==> config.mk <==
export PLATFORM = sky130hd
export DESIGN_NAME = hex_addr_value_command_parser
export DESIGN_NICKNAME = d
export VERILOG_FILES = /design/src/hav_pkg.sv /design/src/hav_parse.sv /design/src/hav_out_reg.sv /design/src/hex_addr_value_command_parser.sv
export VERILOG_INCLUDE_DIRS = /design/src /design/src/src
export SDC_FILE = /design/constraint.sdc
export NUM_CORES = 1
export LEC_CHECK = 0
export ABC_CLOCK_PERIOD_IN_PS = 3750
export BUFFER_PORTS_ARGS = -buffer_cell sky130_fd_sc_hd__clkbuf_2
export CORE_ASPECT_RATIO = 1.75
export CORE_MARGIN = 2
export CORE_UTILIZATION = 60
export CTS_BUF_LIST = sky130_fd_sc_hd__clkbuf_8
export DETAILED_ROUTE_END_ITERATION = 10
export PLACE_DENSITY = 0.89
export SLEW_MARGIN = 15
export SYNTH_ARGS = -nofsm -noshare
export SYNTH_HDL_FRONTEND = slang
export SYNTH_SLANG_ARGS = --single-unit
==> constraint.sdc <==
create_clock -name clk -period 3.75 [get_ports clk]
set_clock_uncertainty 0.15 [all_clocks]
set_input_delay 0.75 -clock clk [delete_from_list [all_inputs] [get_ports clk]]
set_output_delay 0.75 -clock clk [all_outputs]
set_load 0.02 [all_outputs]
==> src/hex_addr_value_command_parser_assert.svh <==
// Assertion macros used by the parser's top-level RTL file.
// Each macro takes a label, a clock, an active-low reset, the two sides of
// the property and a message string.
`ifndef HEX_ADDR_VALUE_COMMAND_PARSER_ASSERT_SVH
`define HEX_ADDR_VALUE_COMMAND_PARSER_ASSERT_SVH

// The consequent must hold in the same cycle as the antecedent.
`define HAV_ASSERT_SAME(label, clk, rst_n, ante, cons, msg) \
    label: assert property (@(posedge clk) disable iff (!rst_n) (ante) |-> (cons)) \
        else $error(msg);

// The consequent must hold in the cycle after the antecedent.
`define HAV_ASSERT_NEXT(label, clk, rst_n, ante, cons, msg) \
    label: assert property (@(posedge clk) disable iff (!rst_n) (ante) |=> (cons)) \
        else $error(msg);

`endif

==> src/hav_pkg.sv <==
`default_nettype none

package hav_pkg;

    // Default digit limits of the two fields.
    localparam int ADDR_DIGITS_DEF = 8;
    localparam int VAL_DIGITS_DEF  = 8;

    // ASCII codes of the hex digit ranges.
    localparam logic [7:0] CH_0     = 8'h30;
    localparam logic [7:0] CH_9     = 8'h39;
    localparam logic [7:0] CH_UP_A  = 8'h41;
    localparam logic [7:0] CH_UP_F  = 8'h46;
    localparam logic [7:0] CH_LO_A  = 8'h61;
    localparam logic [7:0] CH_LO_F  = 8'h66;

    // Result status codes.
    localparam logic [2:0] ST_OK          = 3'd0;
    localparam logic [2:0] ST_ADDR_LONG   = 3'd1;
    localparam logic [2:0] ST_VAL_LONG    = 3'd2;
    localparam logic [2:0] ST_ADDR_LEN    = 3'd3;
    localparam logic [2:0] ST_VAL_MISSING = 3'd4;

    typedef struct packed {
        logic [7:0] char_in;
        logic       end_of_line;
    } in_t;

    typedef struct packed {
        logic [31:0] address;
        logic [31:0] data_value;
        logic [3:0]  value_digits;
        logic [2:0]  parse_status;
    } out_t;

    // A finished line leaving the parser for the result register.
    typedef struct packed {
        logic valid;
        out_t data;
    } res_t;

    typedef struct packed {
        logic       is_hex;
        logic [3:0] value;
    } nib_t;

    function automatic nib_t hex_nibble(input logic [7:0] c);
        nib_t n;
        logic [7:0] d;
        n = '{is_hex: 1'b0, value: 4'd0};
        d = 8'd0;
        if (c >= CH_0 && c <= CH_9) begin
            d = c - CH_0;
            n = '{is_hex: 1'b1, value: d[3:0]};
        end else if (c >= CH_UP_A && c <= CH_UP_F) begin
            d = c - CH_UP_A + 8'd10;
            n = '{is_hex: 1'b1, value: d[3:0]};
        end else if (c >= CH_LO_A && c <= CH_LO_F) begin
            d = c - CH_LO_A + 8'd10;
            n = '{is_hex: 1'b1, value: d[3:0]};
        end
        return n;
    endfunction

endpackage

`default_nettype wire

==> src/hav_parse.sv <==
`default_nettype none

module hav_parse #(
    parameter int ADDR_DIGITS = hav_pkg::ADDR_DIGITS_DEF,
    parameter int VAL_DIGITS  = hav_pkg::VAL_DIGITS_DEF
) (
    input  wire logic        clk,
    input  wire logic        rst_n,
    input  wire logic        step,
    input  wire hav_pkg::in_t beat,
    output hav_pkg::res_t    res
);
    import hav_pkg::*;

    localparam int ACNT_W = $clog2(ADDR_DIGITS + 1);
    localparam int VCNT_W = $clog2(VAL_DIGITS + 1);
    localparam logic [ACNT_W-1:0] ADDR_MAX = ACNT_W'(ADDR_DIGITS);
    localparam logic [VCNT_W-1:0] VAL_MAX  = VCNT_W'(VAL_DIGITS);

    localparam logic [1:0] ERR_NONE      = 2'd0;
    localparam logic [1:0] ERR_ADDR_LONG = 2'd1;
    localparam logic [1:0] ERR_VAL_LONG  = 2'd2;

    typedef enum logic [1:0] {PH_SEEK, PH_ADDR, PH_VAL, PH_DONE} phase_t;

    phase_t            phase_reg, phase_next, phase_upd;
    logic [ACNT_W-1:0] addr_cnt_reg, addr_cnt_next, addr_cnt_upd;
    logic [VCNT_W-1:0] val_cnt_reg, val_cnt_next, val_cnt_upd;
    logic [31:0]       addr_acc_reg, addr_acc_next, addr_acc_upd;
    logic [31:0]       val_acc_reg, val_acc_next, val_acc_upd;
    logic [1:0]        err_reg, err_next, err_upd;
    logic [2:0]        status;
    nib_t              nib;

    assign nib = hex_nibble(beat.char_in);

    // Effect of one byte on the parser state.
    always_comb begin
        phase_upd    = phase_reg;
        addr_cnt_upd = addr_cnt_reg;
        val_cnt_upd  = val_cnt_reg;
        addr_acc_upd = addr_acc_reg;
        val_acc_upd  = val_acc_reg;
        err_upd      = err_reg;
        unique case (phase_reg)
            PH_SEEK, PH_ADDR: begin
                if (nib.is_hex) begin
                    if (addr_cnt_reg >= ADDR_MAX) begin
                        err_upd   = ERR_ADDR_LONG;
                        phase_upd = PH_DONE;
                    end else begin
                        phase_upd    = PH_ADDR;
                        addr_acc_upd = {addr_acc_reg[27:0], nib.value};
                        addr_cnt_upd = addr_cnt_reg + 1'b1;
                    end
                end else if (phase_reg == PH_ADDR) begin
                    phase_upd = PH_VAL;
                end
            end
            PH_VAL: begin
                if (nib.is_hex) begin
                    if (val_cnt_reg >= VAL_MAX) begin
                        err_upd   = ERR_VAL_LONG;
                        phase_upd = PH_DONE;
                    end else begin
                        val_acc_upd = {val_acc_reg[27:0], nib.value};
                        val_cnt_upd = val_cnt_reg + 1'b1;
                    end
                end else if (val_cnt_reg != '0) begin
                    phase_upd = PH_DONE;
                end
            end
            PH_DONE: begin
            end
            default: begin
            end
        endcase
    end

    // Status in priority order: overflow errors, address length, missing value.
    always_comb begin
        if (err_upd == ERR_ADDR_LONG) begin
            status = ST_ADDR_LONG;
        end else if (err_upd == ERR_VAL_LONG) begin
            status = ST_VAL_LONG;
        end else if (addr_cnt_upd != ADDR_MAX) begin
            status = ST_ADDR_LEN;
        end else if (val_cnt_upd == '0) begin
            status = ST_VAL_MISSING;
        end else begin
            status = ST_OK;
        end
    end

    always_comb begin
        res.valid             = step && beat.end_of_line;
        res.data.address      = addr_acc_upd;
        res.data.data_value   = val_acc_upd;
        res.data.value_digits = 4'(val_cnt_upd);
        res.data.parse_status = status;
    end

    // A line end returns everything to the reset state.
    always_comb begin
        phase_next    = phase_reg;
        addr_cnt_next = addr_cnt_reg;
        val_cnt_next  = val_cnt_reg;
        addr_acc_next = addr_acc_reg;
        val_acc_next  = val_acc_reg;
        err_next      = err_reg;
        if (step) begin
            if (beat.end_of_line) begin
                phase_next    = PH_SEEK;
                addr_cnt_next = '0;
                val_cnt_next  = '0;
                addr_acc_next = '0;
                val_acc_next  = '0;
                err_next      = ERR_NONE;
            end else begin
                phase_next    = phase_upd;
                addr_cnt_next = addr_cnt_upd;
                val_cnt_next  = val_cnt_upd;
                addr_acc_next = addr_acc_upd;
                val_acc_next  = val_acc_upd;
                err_next      = err_upd;
            end
        end
    end

    always_ff @(posedge clk or negedge rst_n) begin
        if (!rst_n) begin
            phase_reg    <= PH_SEEK;
            addr_cnt_reg <= '0;
            val_cnt_reg  <= '0;
            addr_acc_reg <= '0;
            val_acc_reg  <= '0;
            err_reg      <= ERR_NONE;
        end else begin
            phase_reg    <= phase_next;
            addr_cnt_reg <= addr_cnt_next;
            val_cnt_reg  <= val_cnt_next;
            addr_acc_reg <= addr_acc_next;
            val_acc_reg  <= val_acc_next;
            err_reg      <= err_next;
        end
    end

endmodule

`default_nettype wire

==> src/hav_out_reg.sv <==
`default_nettype none

module hav_out_reg (
    input  wire logic          clk,
    input  wire logic          rst_n,
    input  wire hav_pkg::res_t res,
    input  wire logic          stall,
    output logic               free,
    output logic               valid,
    output hav_pkg::out_t      data
);
    import hav_pkg::*;

    logic valid_reg, valid_next;
    out_t data_reg, data_next;

    // The register may take a new result when empty or when its beat leaves.
    assign free = !valid_reg || !stall;

    always_comb begin
        valid_next = valid_reg;
        data_next  = data_reg;
        if (free) begin
            valid_next = res.valid;
            if (res.valid) begin
                data_next = res.data;
            end
        end
    end

    always_ff @(posedge clk or negedge rst_n) begin
        if (!rst_n) begin
            valid_reg <= 1'b0;
        end else begin
            valid_reg <= valid_next;
        end
    end

    always_ff @(posedge clk) begin
        data_reg <= data_next;
    end

    assign valid = valid_reg;
    assign data  = data_reg;

endmodule

`default_nettype wire

==> src/hex_addr_value_command_parser.sv <==
// Channel   Direction  Handshake                   Payload
// char      in         char_valid / char_stall     char_data   (hav_pkg::in_t)
// result    out        result_valid / result_stall result_data (hav_pkg::out_t)
//
// Every byte beat is first held in an input register; the parser updates its
// state from that register, so a byte enters every cycle unless char_stall is high.
// A result is written to the result register at the clock edge on which the
// parser takes its line-end byte, because the parser works on that byte while it
// sits in the input register; a line end passes the input register, then the result register.
// Reset (rst_n low, asynchronous) empties both registers and returns the
// parser to seeking an address; no clearing pass is needed.
// A stalled result only holds back a line-end byte waiting in the input
// register; other bytes keep flowing while the result waits, until such a byte arrives there.
`default_nettype none
`include "hex_addr_value_command_parser_assert.svh"

module hex_addr_value_command_parser #(
    parameter int ADDR_DIGITS = hav_pkg::ADDR_DIGITS_DEF,
    parameter int VAL_DIGITS  = hav_pkg::VAL_DIGITS_DEF
) (
    input  wire logic         clk,
    input  wire logic         rst_n,
    input  wire logic         char_valid,
    output logic              char_stall,
    input  wire hav_pkg::in_t char_data,
    output logic              result_valid,
    input  wire logic         result_stall,
    output hav_pkg::out_t     result_data
);
    import hav_pkg::*;

    // Input register: one byte beat waiting for the parser.
    logic in_valid_reg, in_valid_next;
    in_t  in_data_reg, in_data_next;

    logic out_free;
    logic consume;
    res_t res;

    // A byte that ends a line needs room in the result register; any other
    // byte is always taken by the parser.
    assign consume    = in_valid_reg && (!in_data_reg.end_of_line || out_free);
    assign char_stall = in_valid_reg && !consume;

    always_comb begin
        in_valid_next = in_valid_reg;
        in_data_next  = in_data_reg;
        if (!char_stall) begin
            in_valid_next = char_valid;
            if (char_valid) begin
                in_data_next = char_data;
            end
        end
    end

    always_ff @(posedge clk or negedge rst_n) begin
        if (!rst_n) begin
            in_valid_reg <= 1'b0;
        end else begin
            in_valid_reg <= in_valid_next;
        end
    end

    always_ff @(posedge clk) begin
        in_data_reg <= in_data_next;
    end

    hav_parse #(
        .ADDR_DIGITS (ADDR_DIGITS),
        .VAL_DIGITS  (VAL_DIGITS)
    ) u_parse (
        .clk   (clk),
        .rst_n (rst_n),
        .step  (consume),
        .beat  (in_data_reg),
        .res   (res)
    );

    hav_out_reg u_out_reg (
        .clk   (clk),
        .rst_n (rst_n),
        .res   (res),
        .stall (result_stall),
        .free  (out_free),
        .valid (result_valid),
        .data  (result_data)
    );

    // Only a line-end byte facing a full, stalled result register blocks input.
    `HAV_ASSERT_SAME(a_stall_cause, clk, rst_n, char_stall,
        in_valid_reg && in_data_reg.end_of_line && result_valid && result_stall,
        "input stalled without a blocked line end")

    // A line end taken by the parser gives a result in the next cycle.
    `HAV_ASSERT_NEXT(a_line_result, clk, rst_n, consume && in_data_reg.end_of_line,
        result_valid, "line end produced no result")

    // Status codes stay within the defined set.
    `HAV_ASSERT_SAME(a_status_range, clk, rst_n, result_valid,
        result_data.parse_status <= ST_VAL_MISSING, "undefined status code")

    // A good line always carries at least one value digit.
    `HAV_ASSERT_SAME(a_ok_has_value, clk, rst_n,
        result_valid && result_data.parse_status == ST_OK,
        result_data.value_digits != 4'd0, "ok status without value digits")

endmodule

`default_nettype wire
==> qor.csv, run 1 <==
metric,value,unit
hpwl,8.63,mm
min_period,2.95,ns
grt_start_max_net_pins,79,
synthFlopType,edfxtp_1,
drtPass1Iterations,5,
timing.hold.ws,0.301,ns
path_class,register to register,
final_antenna_net_count,0,
initial_core_util,60.9,%
core,11500,um2
startpoint_type,register,
grt_pass1_vias,4561,
placed_area,7440,um2
final_layout_size_suffix_gt1_share,36.5,%
finalCritPeriodShare,78.6,%
synth.avg_cell_area,13.7,um2
worst-slew-pin-transition,0.995,ns
netlist-cell-type-count,58,
power_density,470,nW/um2
largest_reg_flops,71,
status,completed,
h-tree-depth,4,
cts.clk_slew.worst_paths,0.08,ns
rsz0062_at_grt,no,
cp.arrival,3.00,ns
area_growth,12.7,%
final-max-slew-violation-count,0,
path_delay_family,simple AND/OR/NAND/NOR gates,
clkLatencyLatePin,0.45,ns
drc_errors,0,
synth_cells,510,
grt_overflow,0,
final-setup-viol-count,0,
die_area,12500,um2
yosys_warnings,0,
grt_pass1_wl,22.7,mm
postCtsSetupBuffers,0,
vias_per_cell,6.25,
placementRows,52,
worstReg2RegStart,in_data_reg[4]$_DFFE_PP_,
required,3.80,ns
hold_viol_final,0,
nets,610,
critPathSlowestCell,or4b_4,
syn_area,6980,um2
ir_drop,0.290,mV
antenna_found_initial,0,
synth_edf_count,80,
ys_ff_latch,158,
portBuffers,85,
max-slew-margin-rel,33.7,%
wl_per_cell,18.8,um
cts_tree,yes,
async_flop_share,49.4,%
die_h,147,um
critPathLaunch,in_data_reg[4]$_DFFE_PP_,
grt_usage,23.2,%
numCtsBuffers,17,
synth_fp_nets,530,
num_antenna_cells,0,
postCtsResizedCells,0,
max_freq,0.339,GHz
ys_seq_area_share,62.4,%
leakage,0.00339,uW
vias,4611,
drtIter0Drc,510,
place.gp.congestion,0.891,
clock_sinks,158,
path_max_fanout,16,
cts_buffer_depth,2,
fin_area,7870,um2
tns,0,ns
crit_path_cell_trace,or4b_4 > nor4_2 > or2_2 > buf_4 > mux2_2,
die_x,85.5,um
end_kind,register,
pin_count,86,
max_stage_delay,0.59,ns
cts_root_buf,clkbuf_8,
drt_wl_total,13.9,mm
fill_cells,750,
path_buf_inv,1,
hold_buffers,0,
hp-class,input pin to async pin,
drv_cap,0,
[cell type report]
type,count,area (um2),share of cell area (%)
sequential,158,4350,55.3
multi-input combinational,309,2370,30.1
timing repair buffer,92,505,6.42
clock buffer,19,262,3.32
tap,135,169,2.15
clock inverter,13,163,2.07
inverter,12,45.0,0.572
[layout by cell type (no fill, tap or decap), drive strengths merged, types with 2 or more instances in the layout]
master / count
nand4: 2
a221o: 2
nand2: 51
nor4: 4
and3: 2
o21bai: 2
nand2b: 4
dfrtp: 78
nand3: 4
clkinv: 7
clkbuf: 103
o211ai: 2
nor2b: 2
and2: 3
a2bb2oi: 5
xnor2: 2
ha: 7
nor3: 2
inv: 13
clkinvlp: 2
edfxtp: 80
mux2i: 4
a22o: 31
nor2: 11
buf: 8
nor3b: 3
mux2: 59
o21ai: 47
a21oi: 6
o2111ai: 2
a211oi: 2
a22oi: 31
o22ai: 4
bufinv: 3
[synthesized netlist by cell type, types with 3 or more instances]
library cell / instances / area [um2]
nand2_1: 50 / 188
o22ai_1: 4 / 25.0
dfrtp_1: 78 / 1950
nor2_1: 11 / 41.3
o21ai_2: 4 / 35.0
a22o_1: 11 / 96.3
ha_1: 7 / 87.6
buf_2: 9 / 45.0
nor4_1: 3 / 18.8
clkbuf_1: 11 / 41.3
mux2_2: 59 / 664
nor3b_1: 3 / 22.5
a22oi_1: 31 / 233
a22o_2: 20 / 200
edfxtp_1: 80 / 2400
a21oi_1: 5 / 25.0
buf_6: 6 / 67.6
a2bb2oi_1: 5 / 43.8
nand2b_1: 4 / 25.0
o21ai_1: 7 / 35.0
nand3_1: 4 / 20.0
inv_1: 12 / 45.0
mux2i_1: 4 / 40.0
o21ai_0: 36 / 180
[cells by family after synthesis]
logic type	count (synthesis)	synth area share (%)
compound gates	143	15.1
buf+inv	43	3.93
fa+ha+maj	7	1.25
mux	63	10.1
simple gates	94	6.96
flops	158	62.4
xor+xnor	2	0.251
[report_power, final]
group	internal (uW)	switching [uW]	total (uW)
logic	134	251	385
clock network	694	617	1310
registers	1930	76.9	2000
[per-layer routing]
layer | wire (um) | track usage (%) | part of all wire (%) | vias up
met5 | 0 | 0 | 0 | -
met4 | 522 | 10.9 | 3.8 | 0
met3 | 750 | 4.97 | 5.4 | 37
met2 | 7390 | 38.6 | 53 | 188
met1 | 5210 | 28.7 | 38 | 2285
li1 | - | - | - | 2101
[through the flow]
step / power [uW] / utilization, % / worst slack [ns] / cells
6_report: 3700 / 68.7 / 0.802 / 738
5_1_grt: 3830 / 68.7 / 0.623 / 738
4_1_cts: 3720 / 68.7 / 0.784 / 738
3_5_place_dp: 2420 / 65.0 / 0.798 / 706
3_3_place_gp: 2390 / 65.0 / 0.868 / 706
2_1_floorplan: 2290 / - / 0.426 / 510
[worst paths after layout]
path                       cells past startpoint  slack, ns                                    to
setup reg to reg                               5       0.80          u_out_reg.data[21]$_DFFE_PP_
max in group asynchronous                      1       2.50  u_parse.addr_acc_reg[15]$_DFFE_PN0P_
min in group clk                               1       0.33              in_data_reg[0]$_DFFE_PP_
setup / recovery                               5       0.80          u_out_reg.data[21]$_DFFE_PP_
hold reg to reg                                1       0.36   u_parse.val_acc_reg[29]$_DFFE_PN0P_
hold / removal                                 1       0.30    u_parse.val_acc_reg[4]$_DFFE_PN0P_
Note: power is estimated with default switching activity, not from simulation.
==> run 2: changes to the inputs <==
ABC_AREA = 1   (was unset)
ABC_CLOCK_PERIOD_IN_PS = 3000   (was 3750)
clock period = 3 ns   (was 3.75 ns; I/O delays follow)
==> run 2 against run 1 <==
Clock-buffer cell count unchanged. Hold slack worse by 0.15 ns. Clock power up 27%. Critical endpoint is now u_out_reg.data[1]$_SDFFCE_PN0P_. Largest cell class unchanged.
==> qor.csv, run 2 <==
metric,value,unit,change
final-max-slew-violation-count,0,,unchanged
postCtsSetupBuffers,0,,unchanged
worstReg2RegStart,in_data_reg[1]$_DFFE_PP_,,was in_data_reg[4]$_DFFE_PP_
cts_buffer_depth,2,,unchanged
netlist-cell-type-count,28,,was 58
synth_common_cells,"inv_1 (139), nand2_1 (129), edfxtp_1 (80), dfrtp_1 (78), o22ai_1 (61)",,"was edfxtp_1 (80), dfrtp_1 (78), mux2_2 (59), nand2_1 (50), o21ai_0 (36)"
max_freq,0.380,GHz,was 0.339 GHz
numCtsBuffers,17,,unchanged
final-setup-viol-count,0,,unchanged
finalCritPeriodShare,87.6,%,was 78.6%
status,completed,,unchanged
vias,4897,,was 4611
yosys_warnings,0,,unchanged
cts_root_buf,clkbuf_8,,unchanged
critPathLaunch,in_data_reg[1]$_DFFE_PP_,,was in_data_reg[4]$_DFFE_PP_
antenna_found_initial,0,,unchanged
grt_usage,23.5,%,was 23.2%
portBuffers,85,,unchanged
cp.arrival,2.66,ns,was 3.00 ns
switchingPower,1370,uW,was 946 uW
leakage,0.00406,uW,was 0.00339 uW
grt_pass1_vias,4822,,was 4561
required,3.03,ns,was 3.80 ns
vias_per_cell,5.51,,was 6.25
worst-slew-pin-transition,1.01,ns,was 0.995 ns
drtPass1Iterations,5,,unchanged
postCtsResizedCells,0,,unchanged
drc_errors,0,,unchanged
area_growth,14.4,%,was 12.7%
hold_viol_final,0,,unchanged
synth_top_cell_by_area,edfxtp_1,,unchanged
layout_common_cells,"inv_1 (140), nand2_1 (128), clkbuf_2 (84)",,"was clkbuf_2 (84), edfxtp_1 (80), dfrtp_1 (78)"
startpoint_type,register,,unchanged
grt_overflow,0,,unchanged
timing.hold.ws,0.152,ns,was 0.301 ns
hp-class,input pin to async pin,,unchanged
final_antenna_net_count,0,,unchanged
largest_reg_flops,71,,unchanged
drt_wl_total,13.5,mm,was 13.9 mm
initial_core_util,61.0,%,was 60.9%
num_antenna_cells,0,,unchanged
place.gp.congestion,0.872,,was 0.891
ys_seq_area_share,65.0,%,was 62.4%
drtIter0Drc,479,,was 510
clock_sinks,158,,unchanged
cts.clk_slew.worst_paths,0.08,ns,about the same
rsz0062_at_grt,no,,unchanged
die_area,12100,um2,was 12500 um2
synth_top_area_share,35.9,%,was 34.4%
p_int,3660,uW,was 2750 uW
synthTopCellsByArea,"edfxtp_1 (36%), dfrtp_1 (29%), inv_1 (7.8%)",,"was edfxtp_1 (34%), dfrtp_1 (28%), mux2_2 (9.5%)"
power_density,656,nW/um2,was 470 nW/um2
seq_power_share,51.3,%,was 54.1%
ys_ff_latch,158,,unchanged
clkLatencyLatePin,0.44,ns,was 0.45 ns
pin_count,86,,unchanged
synth_cells,663,,was 510
die_x,83.9,um,was 85.5 um
grt_start_max_net_pins,79,,unchanged
min_period,2.63,ns,was 2.95 ns
core,11000,um2,was 11500 um2
max-slew-margin-rel,33.0,%,was 33.7%
async_flop_share,49.4,%,unchanged
tns,0,ns,unchanged
syn_area,6700,um2,was 6980 um2
path_max_fanout,28,,was 16
final_layout_size_suffix_gt1_share,17.7,%,was 36.5%
hold_buffers,0,,unchanged
switching_share,27.2,%,was 25.6%
final_common_cell,inv_1,,was clkbuf_2
yosysMostFrequentCell,inv_1,,was edfxtp_1
ir_drop,0.351,mV,was 0.290 mV
drv_cap,0,,unchanged
grt_pass1_wl,22.2,mm,was 22.7 mm
synth_edf_count,80,,unchanged
p_comb_share,15.5,%,was 10.4%
synth_fp_nets,683,,was 530
placementRows,51,,was 52
nets,765,,was 610
die_h,144,um,was 147 um
synthFlopType,edfxtp_1,,unchanged
hpwl,8.75,mm,was 8.63 mm
path_class,register to register,,unchanged
cts_tree,yes,,unchanged
h-tree-depth,4,,unchanged
p_clk_share,33.3,%,was 35.4%
synth.avg_cell_area,10.1,um2,was 13.7 um2
wl_per_cell,15.2,um,was 18.8 um
end_kind,register,,unchanged
[run 2: logic make-up (layout without fill, tap and decap cells)]
family	count (synthesis)	after routing	share of synthesized area [%]
flops	158	158	65.0
compound gates	144	144	12.0
simple gates	179	179	11.0
xor+xnor	2	2	0.262
fa+ha+maj	7	7	1.31
buf+inv	173	267	10.4
[run 2: cell type report]
cell class                      count  area [um2]
Multi-Input combinational cell    332        1650
Inverter                          143         541
Fill cell                         755        3310
Clock inverter                     12         169
Clock buffer                       19         262
Sequential cell                   158        4350
Tap cell                          132         165
Timing Repair Buffer               93         526
[run 2: path summary, 6_finish.rpt]
kind / cells after the start / to / slack [ns]
worst min-delay path: 1 / u_parse.addr_acc_reg[6]$_DFFE_PN0P_ / 0.15
worst max register to register: 14 / u_out_reg.data[1]$_SDFFCE_PN0P_ / 0.37
max in group asynchronous: 1 / u_parse.val_acc_reg[17]$_DFFE_PN0P_ / 1.87
worst max-delay path: 14 / u_out_reg.data[1]$_SDFFCE_PN0P_ / 0.37
worst min register to register: 2 / u_parse.err_reg[0]$_DFFE_PN0P_ / 0.35
min in group clk: 1 / in_data_reg[3]$_DFFE_PP_ / 0.19
[run 2: metal layers]
layer | up-vias | GRT usage [%] | share of wire (%)
li1 | 2337 | - | -
met2 | 190 | 41.2 | 54
met3 | 48 | 4.25 | 4.8
met5 | - | 0 | 0
met1 | 2322 | 27.2 | 37
met4 | 0 | 13.4 | 4.5
[run 2: power by group through the flow]
| stage | combinational, uW | sequential [uW] | clock [uW] |
|---|---|---|---|
| floorplan | 468 | 2690 | 0 |
| global placement | 720 | 2610 | 0 |
| detailed placement | 766 | 2620 | 0 |
| CTS | 778 | 2580 | 1700 |
| global route | 867 | 2600 | 1770 |
| finish | 777 | 2580 | 1670 |
[run 2: critical path: stages (launching register included)]
cell and delay [ns]:
edfxtp_1 0.47, inv_1 0.16, ha_1 0.16, nand2_1 0.07, nor2_1 0.11, nand2_1 0.07
nand2_1 0.15, nand2_4 0.16, nand2_2 0.10, buf_4 0.26, nand2_1 0.08, nand2_1 0.10
nand2_1 0.09, nor2_1 0.17, a21oi_1 0.09
[run 2: metrics by stage]
stage	total power (uW)	setup WS (ns)	area (um2)	cells	utilization, %
floorplan	3160	0.298	6700	663	-
global placement	3330	0.706	7230	858	65.9
detailed placement	3390	0.507	7230	858	65.9
CTS	5050	0.383	7660	889	69.8
global route	5230	0.100	7660	889	69.8
finish	5030	0.372	7660	889	69.8
==> run 3: changes to the inputs <==
CORE_UTILIZATION = 30   (was 60)
PLACE_DENSITY = 0.54   (was 0.89)
==> run 3 against run 2 <==
Die area up 96%. Critical endpoint is now u_out_reg.data[61]$_DFFE_PP_. Sequential power about the same. Setup slack gained 0.13 ns. Hold slack better by 0.014 ns. Global-route usage down 11 points. Wire length rose by 3.8%. Cell count grew 19%. Largest cell class unchanged. Register-to-register slack better by 0.13 ns. Sequential share of layout area fell by 1.6 points. Clock-buffer cell count shrank 2. Power is 1.5% lower.
==> qor.csv, run 3 (synthesis gave the netlist of run 2 again) <==
metric,value,unit,change
clock_sinks,158,,unchanged
worst-slew-pin-transition,0.806,ns,was 1.01 ns
critPathLaunch,in_data_reg[2]$_DFFE_PP_,,was in_data_reg[1]$_DFFE_PP_
power_density,628,nW/um2,was 656 nW/um2
leakage,0.00405,uW,was 0.00406 uW
area_growth,17.7,%,was 14.4%
postCtsSetupBuffers,0,,unchanged
rsz0062_at_grt,no,,unchanged
end_kind,register,,unchanged
clkLatencyLatePin,0.46,ns,was 0.44 ns
hp-start,char_data[0],,
regToRegEndpoint,u_out_reg.data[61]$_DFFE_PP_,,was u_out_reg.data[1]$_SDFFCE_PN0P_
grt_pass1_wl,23.0,mm,was 22.2 mm
final_layout_size_suffix_gt1_share,18.1,%,was 17.7%
multi_input_area,1650,um2,unchanged
path_buf_inv,3,,was 2
max-slew-margin-rel,46.3,%,was 33.0%
die_area,23600,um2,was 12100 um2
fill_cells,2295,,was 755
path_class,register to register,,unchanged
reg2reg_depth,10,,was 14
status,completed,,unchanged
cts.clk_slew.worst_paths,0.09,ns,was 0.08 ns
numCtsBuffers,17,,unchanged
hold_end,in_data_reg[0]$_DFFE_PP_,,
finalCritPeriodShare,83.2,%,was 87.6%
vias_per_cell,4.33,,was 5.51
vias,4577,,was 4897
hpwl,9.34,mm,was 8.75 mm
whs_path_depth,1,,
drtPass1Iterations,6,,was 5
core,22000,um2,was 11000 um2
cp.arrival,2.55,ns,was 2.66 ns
pin_count,86,,unchanged
cts_buffer_depth,2,,unchanged
tns,0,ns,unchanged
hold_viol_final,0,,unchanged
die_h,202,um,was 144 um
path_depth,10,,was 14
layout.area.seq,4350,um2,unchanged
path_max_fanout,29,,was 28
h-tree-depth,4,,unchanged
place.gp.congestion,0.840,,was 0.872
placementRows,72,,was 51
max_freq,0.401,GHz,was 0.380 GHz
path_delay_family,simple AND/OR/NAND/NOR gates,,unchanged
cts_tree,yes,,unchanged
startpoint_type,register,,unchanged
grt_usage,12.8,%,was 23.5%
layout_common_cells,"inv_1 (138), nand2_1 (128), clkbuf_2 (84)",,"was inv_1 (140), nand2_1 (128), clkbuf_2 (84)"
ir_drop,0.244,mV,was 0.351 mV
drtIter0Drc,230,,was 479
initial_core_util,30.5,%,was 61.0%
crit_path_cell_trace,inv_1 > ha_1 > nand2_1 > nand3_1 > nand2_1 > nand2_4 > nand2_2 > buf_12 > o21ai_0 > inv_1,,was inv_1 > ha_1 > nand2_1 > nor2_1 > nand2_1 > nand2_1 > nand2_4 > nand2_2 > buf_4 > nand2_1 > nand2_1 > nand2_1 > nor2_1 > a21oi_1
num_antenna_cells,0,,unchanged
final_common_cell,inv_1,,unchanged
final-max-slew-violation-count,0,,unchanged
min_period,2.49,ns,was 2.63 ns
portBuffers,85,,unchanged
antenna_found_initial,0,,unchanged
grt_pass1_vias,4584,,was 4822
grt_start_max_net_pins,72,,was 79
regToRegSetupSlack,0.51,ns,was 0.37 ns
finalPower,4950,uW,was 5030 uW
required,3.05,ns,was 3.03 ns
grt_overflow,0,,unchanged
worstReg2RegStart,in_data_reg[2]$_DFFE_PP_,,was in_data_reg[1]$_DFFE_PP_
final-setup-viol-count,0,,unchanged
hp-class,input pin to register,,was input pin to async pin
cts_root_buf,clkbuf_8,,unchanged
drc_errors,0,,unchanged
largest_reg_flops,71,,unchanged
drv_cap,0,,unchanged
nets,768,,was 765
final_antenna_net_count,0,,unchanged
drt_wl_total,14.0,mm,was 13.5 mm
critPathSlowestCell,edfxtp_1,,unchanged
die_x,117,um,was 83.9 um
max_stage_delay,0.41,ns,was 0.47 ns
wl_per_cell,13.3,um,was 15.2 um
-- run 3: changes by cell type in the layout (fill, tap and decap cells not counted), moves of 2 or more --
cell	before	now
bufinv_16	4	2
inv_1	140	138
buf_12	3	5
clkbuf_8	19	17
inv_6	1	6
-- run 3: through the flow --
step                      worst slack, ns  hold WS, ns  instances  utilization, %  cell area (um2)
after detailed placement            0.406        0.329       1024            34.0             7480
after global placement              0.416        0.325       1024            34.0             7480
after global routing                0.170        0.132       1057            35.9             7880
final                               0.505        0.166       1057            35.9             7880
after floorplan                     0.298        0.154        663               -             6700
after CTS                           0.465        0.117       1057            35.9             7880
-- run 3: area by class of cell --
type	count	share of cell area [%]
Sequential cell	158	55.2
Multi-Input combinational cell	332	20.9
Timing Repair Buffer	96	7.30
Inverter	143	6.86
Tap cell	296	4.70
Clock buffer	17	2.97
Clock inverter	15	2.03
-- run 3: per-layer routing --
| metal | vias to the layer above | wire length [um] | GRT usage (%) |
|---|---|---|---|
| met2 | 83 | 7300 | 21.9 |
| met1 | 2141 | 5890 | 14.9 |
| met5 | - | 0 | 0 |
| li1 | 2335 | - | - |
| met4 | 0 | 489 | 6.22 |
| met3 | 18 | 362 | 2.86 |
-- run 3: repair_timing --
action / CTS / global route
hold buffers: 1 / 0
gates resized for setup: 0 / 0
endpoints found under the hold margin: 9 / 0
-- run 3: worst max-delay path by stage --
stage,endpoint
floorplan,u_out_reg.data[0]$_SDFFCE_PN1P_
global placement,u_out_reg.data[31]$_DFFE_PP_
detailed placement,u_out_reg.data[31]$_DFFE_PP_
CTS,u_out_reg.data[61]$_DFFE_PP_
global route,u_out_reg.data[58]$_DFFE_PP_
finish,u_out_reg.data[61]$_DFFE_PP_
-- run 3: worst reg2reg max path, stage by stage, from the launching register on --
cell	delay [ns]
edfxtp_1	0.41
inv_1	0.13
ha_1	0.19
nand2_1	0.06
nand3_1	0.07
nand2_1	0.17
nand2_4	0.19
nand2_2	0.28
buf_12	0.28
o21ai_0	0.26
inv_1	0.07
-- run 3: power by group --
group          internal [uW]  switching, uW
clock network            751            865
registers               2490           83.4
logic                    239            527
